$ cat config.mk
export PLATFORM = sky130hd
export DESIGN_NAME = gmef_ctrl
export DESIGN_NICKNAME = d
export VERILOG_FILES = /design/src/rtl/gmef_pkg.sv /design/src/rtl/gmef_ctrl.sv
export SDC_FILE = /design/constraint.sdc
export NUM_CORES = 1
export LEC_CHECK = 0
export CAP_MARGIN = 10
export CORE_UTILIZATION = 30
export CTS_BUF_LIST = sky130_fd_sc_hd__clkbuf_4 sky130_fd_sc_hd__clkbuf_8 sky130_fd_sc_hd__clkbuf_16
export DETAILED_ROUTE_END_ITERATION = 8
export DONT_BUFFER_PORTS = 1
export PLACE_DENSITY = 0.49
export SKIP_LAST_GASP = 1
export SLEW_MARGIN = 0
export SYNTH_ARGS = -nofsm -noshare
export SYNTH_HDL_FRONTEND = slang
export SYNTH_SLANG_ARGS = --single-unit
export TNS_END_PERCENT = 10
$ cat constraint.sdc
create_clock -name i_clk -period 2.3 [get_ports i_clk]
set_input_delay 0.345 -clock i_clk [delete_from_list [all_inputs] [get_ports i_clk]]
set_output_delay 0.345 -clock i_clk [all_outputs]
set_load 0.005 [all_outputs]
$ cat src/rtl/gmef_pkg.sv
// Shared types, widths and codes for the greedy max-edge frontier growth block.
`timescale 1ns / 1ps
`default_nettype none

package gmef_pkg;

    // Default store depths
    localparam int MAX_NODES_DEF = 64;
    localparam int MAX_EDGES_DEF = 256;

    // Fixed field widths
    localparam int CMD_W    = 2;
    localparam int ID_W     = 63;
    localparam int WT_W     = 32;
    localparam int ROOT_W   = 6;
    localparam int LIMIT_W  = 7;
    localparam int NIDX_W   = 6;
    localparam int POS_W    = 6;
    localparam int STAT_W   = 2;

    // Result list: at most 64 chosen nodes per selection
    localparam int RESULT_CAP = 64;
    localparam int CNT_W      = 7;

    // Input item commands
    typedef enum logic [CMD_W-1:0] {
        CMD_LOAD_NODE = 2'd0,
        CMD_LOAD_EDGE = 2'd1,
        CMD_START     = 2'd2,
        CMD_CLEAR     = 2'd3
    } t_cmd;

    // Result status codes
    typedef enum logic [STAT_W-1:0] {
        STAT_OK       = 2'd0,
        STAT_OVERFLOW = 2'd1,
        STAT_ROOT_BAD = 2'd2
    } t_status;

    // Controller states
    typedef enum logic [2:0] {
        S_IDLE = 3'd0,
        S_LOOK = 3'd1,
        S_CLR  = 3'd2,
        S_NEXT = 3'd3,
        S_SCAN = 3'd4,
        S_RD   = 3'd5,
        S_OUT  = 3'd6
    } t_state;

    // Controller to datapath
    typedef struct packed {
        logic node_wr;
        logic ovf_set;
        logic clr_all;
        logic start_take;
        logic edge_take;
        logic look_run;
        logic edge_wr;
        logic sweep_run;
        logic scan_start;
        logic scan_run;
        logic pick;
        logic out_rd;
        logic out_next;
    } t_dp_cmd;

    // Datapath to controller
    typedef struct packed {
        logic node_full;
        logic edge_full;
        logic root_bad;
        logic look_done;
        logic sweep_done;
        logic scan_done;
        logic found;
        logic more;
        logic last;
    } t_dp_sts;

endpackage

`default_nettype wire

$ cat src/rtl/gmef_ctrl.sv
// Controller state machine: sequences loads, edge lookup, selection rounds and result output.
`timescale 1ns / 1ps
`default_nettype none

module gmef_ctrl (
    input  wire logic                      i_clk,
    input  wire logic                      i_rst_n,
    input  wire logic                      i_in_valid,
    input  wire logic [gmef_pkg::CMD_W-1:0] i_command,
    input  wire logic                      i_out_ready,
    input  wire gmef_pkg::t_dp_sts         i_sts,
    output gmef_pkg::t_dp_cmd              o_cmd,
    output logic                           o_in_ready,
    output logic                           o_out_valid
);

    gmef_pkg::t_state  r_state;
    gmef_pkg::t_state  n_state;
    gmef_pkg::t_cmd    w_cmd;

    assign w_cmd = gmef_pkg::t_cmd'(i_command);

    // State register
    always_ff @(posedge i_clk) begin
        if (!i_rst_n) begin
            r_state <= gmef_pkg::S_IDLE;
        end else begin
            r_state <= n_state;
        end
    end

    // Next state and datapath commands
    always_comb begin
        n_state     = r_state;
        o_cmd       = '0;
        o_in_ready  = 1'b0;
        o_out_valid = 1'b0;
        case (r_state)
            gmef_pkg::S_IDLE: begin
                o_in_ready = 1'b1;
                if (i_in_valid) begin
                    case (w_cmd)
                        gmef_pkg::CMD_LOAD_NODE: begin
                            if (i_sts.node_full) begin
                                o_cmd.ovf_set = 1'b1;
                            end else begin
                                o_cmd.node_wr = 1'b1;
                            end
                        end
                        gmef_pkg::CMD_LOAD_EDGE: begin
                            if (i_sts.edge_full) begin
                                o_cmd.ovf_set = 1'b1;
                            end else begin
                                o_cmd.edge_take = 1'b1;
                                n_state = gmef_pkg::S_LOOK;
                            end
                        end
                        gmef_pkg::CMD_START: begin
                            o_cmd.start_take = 1'b1;
                            if (i_sts.root_bad) begin
                                n_state = gmef_pkg::S_OUT;
                            end else begin
                                n_state = gmef_pkg::S_CLR;
                            end
                        end
                        gmef_pkg::CMD_CLEAR: begin
                            o_cmd.clr_all = 1'b1;
                        end
                        default: begin
                        end
                    endcase
                end
            end
            // resolve edge endpoints against the id store
            gmef_pkg::S_LOOK: begin
                if (i_sts.look_done) begin
                    o_cmd.edge_wr = 1'b1;
                    n_state = gmef_pkg::S_IDLE;
                end else begin
                    o_cmd.look_run = 1'b1;
                end
            end
            // chosen set := root alone
            gmef_pkg::S_CLR: begin
                if (i_sts.sweep_done) begin
                    n_state = gmef_pkg::S_NEXT;
                end else begin
                    o_cmd.sweep_run = 1'b1;
                end
            end
            gmef_pkg::S_NEXT: begin
                if (i_sts.more) begin
                    o_cmd.scan_start = 1'b1;
                    n_state = gmef_pkg::S_SCAN;
                end else begin
                    n_state = gmef_pkg::S_RD;
                end
            end
            // one pass over the edge store per selection round; a pass adds at most one node
            gmef_pkg::S_SCAN: begin
                if (i_sts.scan_done) begin
                    if (i_sts.found) begin
                        o_cmd.pick = 1'b1;
                        n_state = gmef_pkg::S_NEXT;
                    end else begin
                        n_state = gmef_pkg::S_RD;
                    end
                end else begin
                    o_cmd.scan_run = 1'b1;
                end
            end
            gmef_pkg::S_RD: begin
                o_cmd.out_rd = 1'b1;
                n_state = gmef_pkg::S_OUT;
            end
            gmef_pkg::S_OUT: begin
                o_out_valid = 1'b1;
                if (i_out_ready) begin
                    if (i_sts.last) begin
                        n_state = gmef_pkg::S_IDLE;
                    end else begin
                        o_cmd.out_next = 1'b1;
                        n_state = gmef_pkg::S_RD;
                    end
                end
            end
            default: begin
                n_state = gmef_pkg::S_IDLE;
            end
        endcase
    end

endmodule

`default_nettype wire

==> run summary <==
Max IR drop VDD - 0.000146 V
n_diodes - 0
Pwr Density - 493 mW/mm²
Avg Vias per Cell - 5.81
Area growth syn-to-layout - 4.61%
Final HPWL DP - 809 µm
Tcrit/Tclk final - 81.2%
WL final - 1110 µm
Crit path arrival time - 1520 ps
share of cells above drive strength 1 - 17.5%
Sequential Area - 60.1 µm²
gp weighted congestion - 0.702
first-pass GRT wire length - 1680 µm
syn_nets - 79
clk buf depth - 2
status - completed
Starting DRT DRC Count - 8
Root Driver - clkbuf_4
minimum clock period - 1870 ps
Worst Setup End Kind - output port
nets@finish - 79
CTS Buf Count - 3
GR Overflow Total - 0
Hold Crit Class - in -> reg
core area - 0.00137 mm²
drt wl/cell - 14.2 µm
Leak - 0.172 nW
Top reg by flops - r_state
cts repair resizes - 0
largest net degree at the start of global routing - 21
Yosys reg bits - 3
MaxCap Viol Count - 0
fin. max-slew vios - 0
y dimension of the die - 41.2 µm
htree depth - 1
Multi-input gate area - 359 µm²
Worst setup SP type - register
Top Registers - r_state (3)
CP max stage delay - 510 ps
area post-placement - 453 µm²
max FFs per register - 3
Worst-path clk slew - 40 ps
Clk pwr share - 43.7%
unrepaired setup endpoints after global routing - false
Final TNS setup - 0 ps
skew final - 0.196 ps
TritonCTS Sinks - 3
Hold-fix buffers, CTS - 0
post-route ant nets - 0
Synth cell types - 33
Skew-Pair Late Insertion Delay - 230 ps
router iterations before antenna repair - 2
register area share after synthesis - 13.0%
slowest library cell on the worst path - dfxtp_1
CTS tree - done
number of core rows - 13
CP Max Fanout - 20
critical setup path kind - reg -> out
Switch Pwr - 0.0741 mW
Overall Global Routing Usage - 15.0%
via count - 453
Die ar. - 0.00170 mm²
hold_ws - 238 ps
Comb power frac - 26.2%
FILL cells - 173
Initial Util - 33.8%
reg2reg setup slack - 570 ps
post-CTS setup buffer count - 0
DRC viols - 0
Sw Ratio - 31.2%
initial antenna violation count - 0
Yosys warnings - 0
Die X - 41.2 µm
Mapped Avg Cell Area - 7.21 µm²
f_max - 536 MHz
Sequential Power Share - 30.2%
Final setup viols - 0
Slew @ Worst Pin - 656 ps
Worst EP required - 1960 ps
vias in the first global route - 400
Slew HR - 56.2%
Port-buffer cells - 0
Mapped Cells - 64
CP Cell Sequence - nor3_2 > nand3b_1 > nor3_1
Power Internal - 0.164 mW
Final Instance Area - 483 µm²
# IOs - 30
Post-Syn Area - 462 µm²
final hold violation count - 0
cell usage after synthesis (all sizes together):
cell type,count,area [µm²]
a2111oi,1,10.0
a21oi,3,15.0
and3,1,6.26
and3b,2,17.5
and4,1,8.76
and4b,1,10.0
buf,3,23.8
clkbuf,3,11.3
dfxtp,3,60.1
inv,2,7.51
mux2,1,15.0
mux2i,2,20.0
nand2,6,22.5
nand2b,2,12.5
nand3,1,5.00
nand3b,2,15.0
nor2,9,33.8
nor2b,2,12.5
nor3,4,30.0
nor3b,2,20.0
nor4b,3,32.5
nor4bb,1,10.0
o2111ai,1,15.0
o211ai,1,7.51
o21ai,5,25.0
o22ai,1,6.26
xnor2,1,8.76
cell families (layout without fill, tap and decap cells):
logic type                count (synthesis)  count (layout)  share of synthesized area (%)
and+or+nand+nor                          37              37                           51.2
buffers and inverters                     8               7                           9.21
muxes                                     3               3                           7.59
xor gates and xnor gates                  1               1                           1.90
AOI/OAI and AO/OA                        12              12                           17.1
DFF                                       3               3                           13.0
power by group through the flow:
stage / Sequential [mW] / Combinational, mW / Clock, mW
final: 0.0718 / 0.0623 / 0.104
after global routing: 0.0740 / 0.0699 / 0.113
after CTS: 0.0720 / 0.0631 / 0.109
after detailed placement: 0.0727 / 0.0632 / 0
after global placement: 0.0724 / 0.0628 / 0
after floorplan: 0.0578 / 0.0711 / 0
through the flow:
step | instances | power, mW | util (%) | setup WS (ps)
2_1_floorplan | 64 | 0.129 | - | 935
4_1_cts | 78 | 0.244 | 35.3 | 436
3_5_place_dp | 74 | 0.136 | 33.2 | 523
3_3_place_gp | 74 | 0.135 | 33.2 | 594
6_report | 78 | 0.238 | 35.3 | 433
5_1_grt | 78 | 0.257 | 35.3 | 313
placed cells by master (no fill, tap or decap):
master and instances:
o22ai_1 1, nor3_2 2, nor3b_1 1, nor2_1 9
nand3b_1 2, o21ai_0 3, inv_1 2, nand2b_1 2
a2111oi_1 1, and3_1 1, o211ai_1 1, and4_1 1
nor3_1 2, buf_4 1, nor3b_2 1, nor4b_1 2
nand3_1 1, and4b_1 1, nor2b_1 2, o21ai_1 2
xnor2_1 1, a21oi_1 3, mux2_4 1, mux2i_1 2
nor4b_2 1, and3b_1 2, o2111ai_2 1, nand2_1 6
dfxtp_1 3, clkbuf_4 4, nor4bb_1 1
final cells by class:
| cell class | count | area share (%) |
|---|---|---|
| Multi-Input combinational cell | 53 | 74.4 |
| Timing Repair Buffer | 1 | 1.55 |
| Tap cell | 15 | 3.89 |
| Clock buffer | 4 | 6.22 |
| Sequential cell | 3 | 12.4 |
| Inverter | 2 | 1.55 |
routing by layer:
metal	global-route usage (%)	vias to the layer above	routed length, µm
li1	-	229	-
met1	21.5	205	543
met2	21.1	17	469
met3	1.09	2	83
met4	9.68	0	10
met5	0	-	0
critical path: cells and delay by family (launching register included):
kind	cells	cell delay (ps)
and+or+nand+nor	3	780
DFF	1	510
worst paths after layout:
path	start	to	depth (start not counted)
setup / recovery	r_state[0]	o_cmd[12]	3
hold / removal	i_rst_n	r_state[0]	2
setup reg to reg	r_state[0]	r_state[1]	5
hold reg to reg	r_state[1]	r_state[1]	2
No activity file was read; power rests on OpenSTA's default activity.
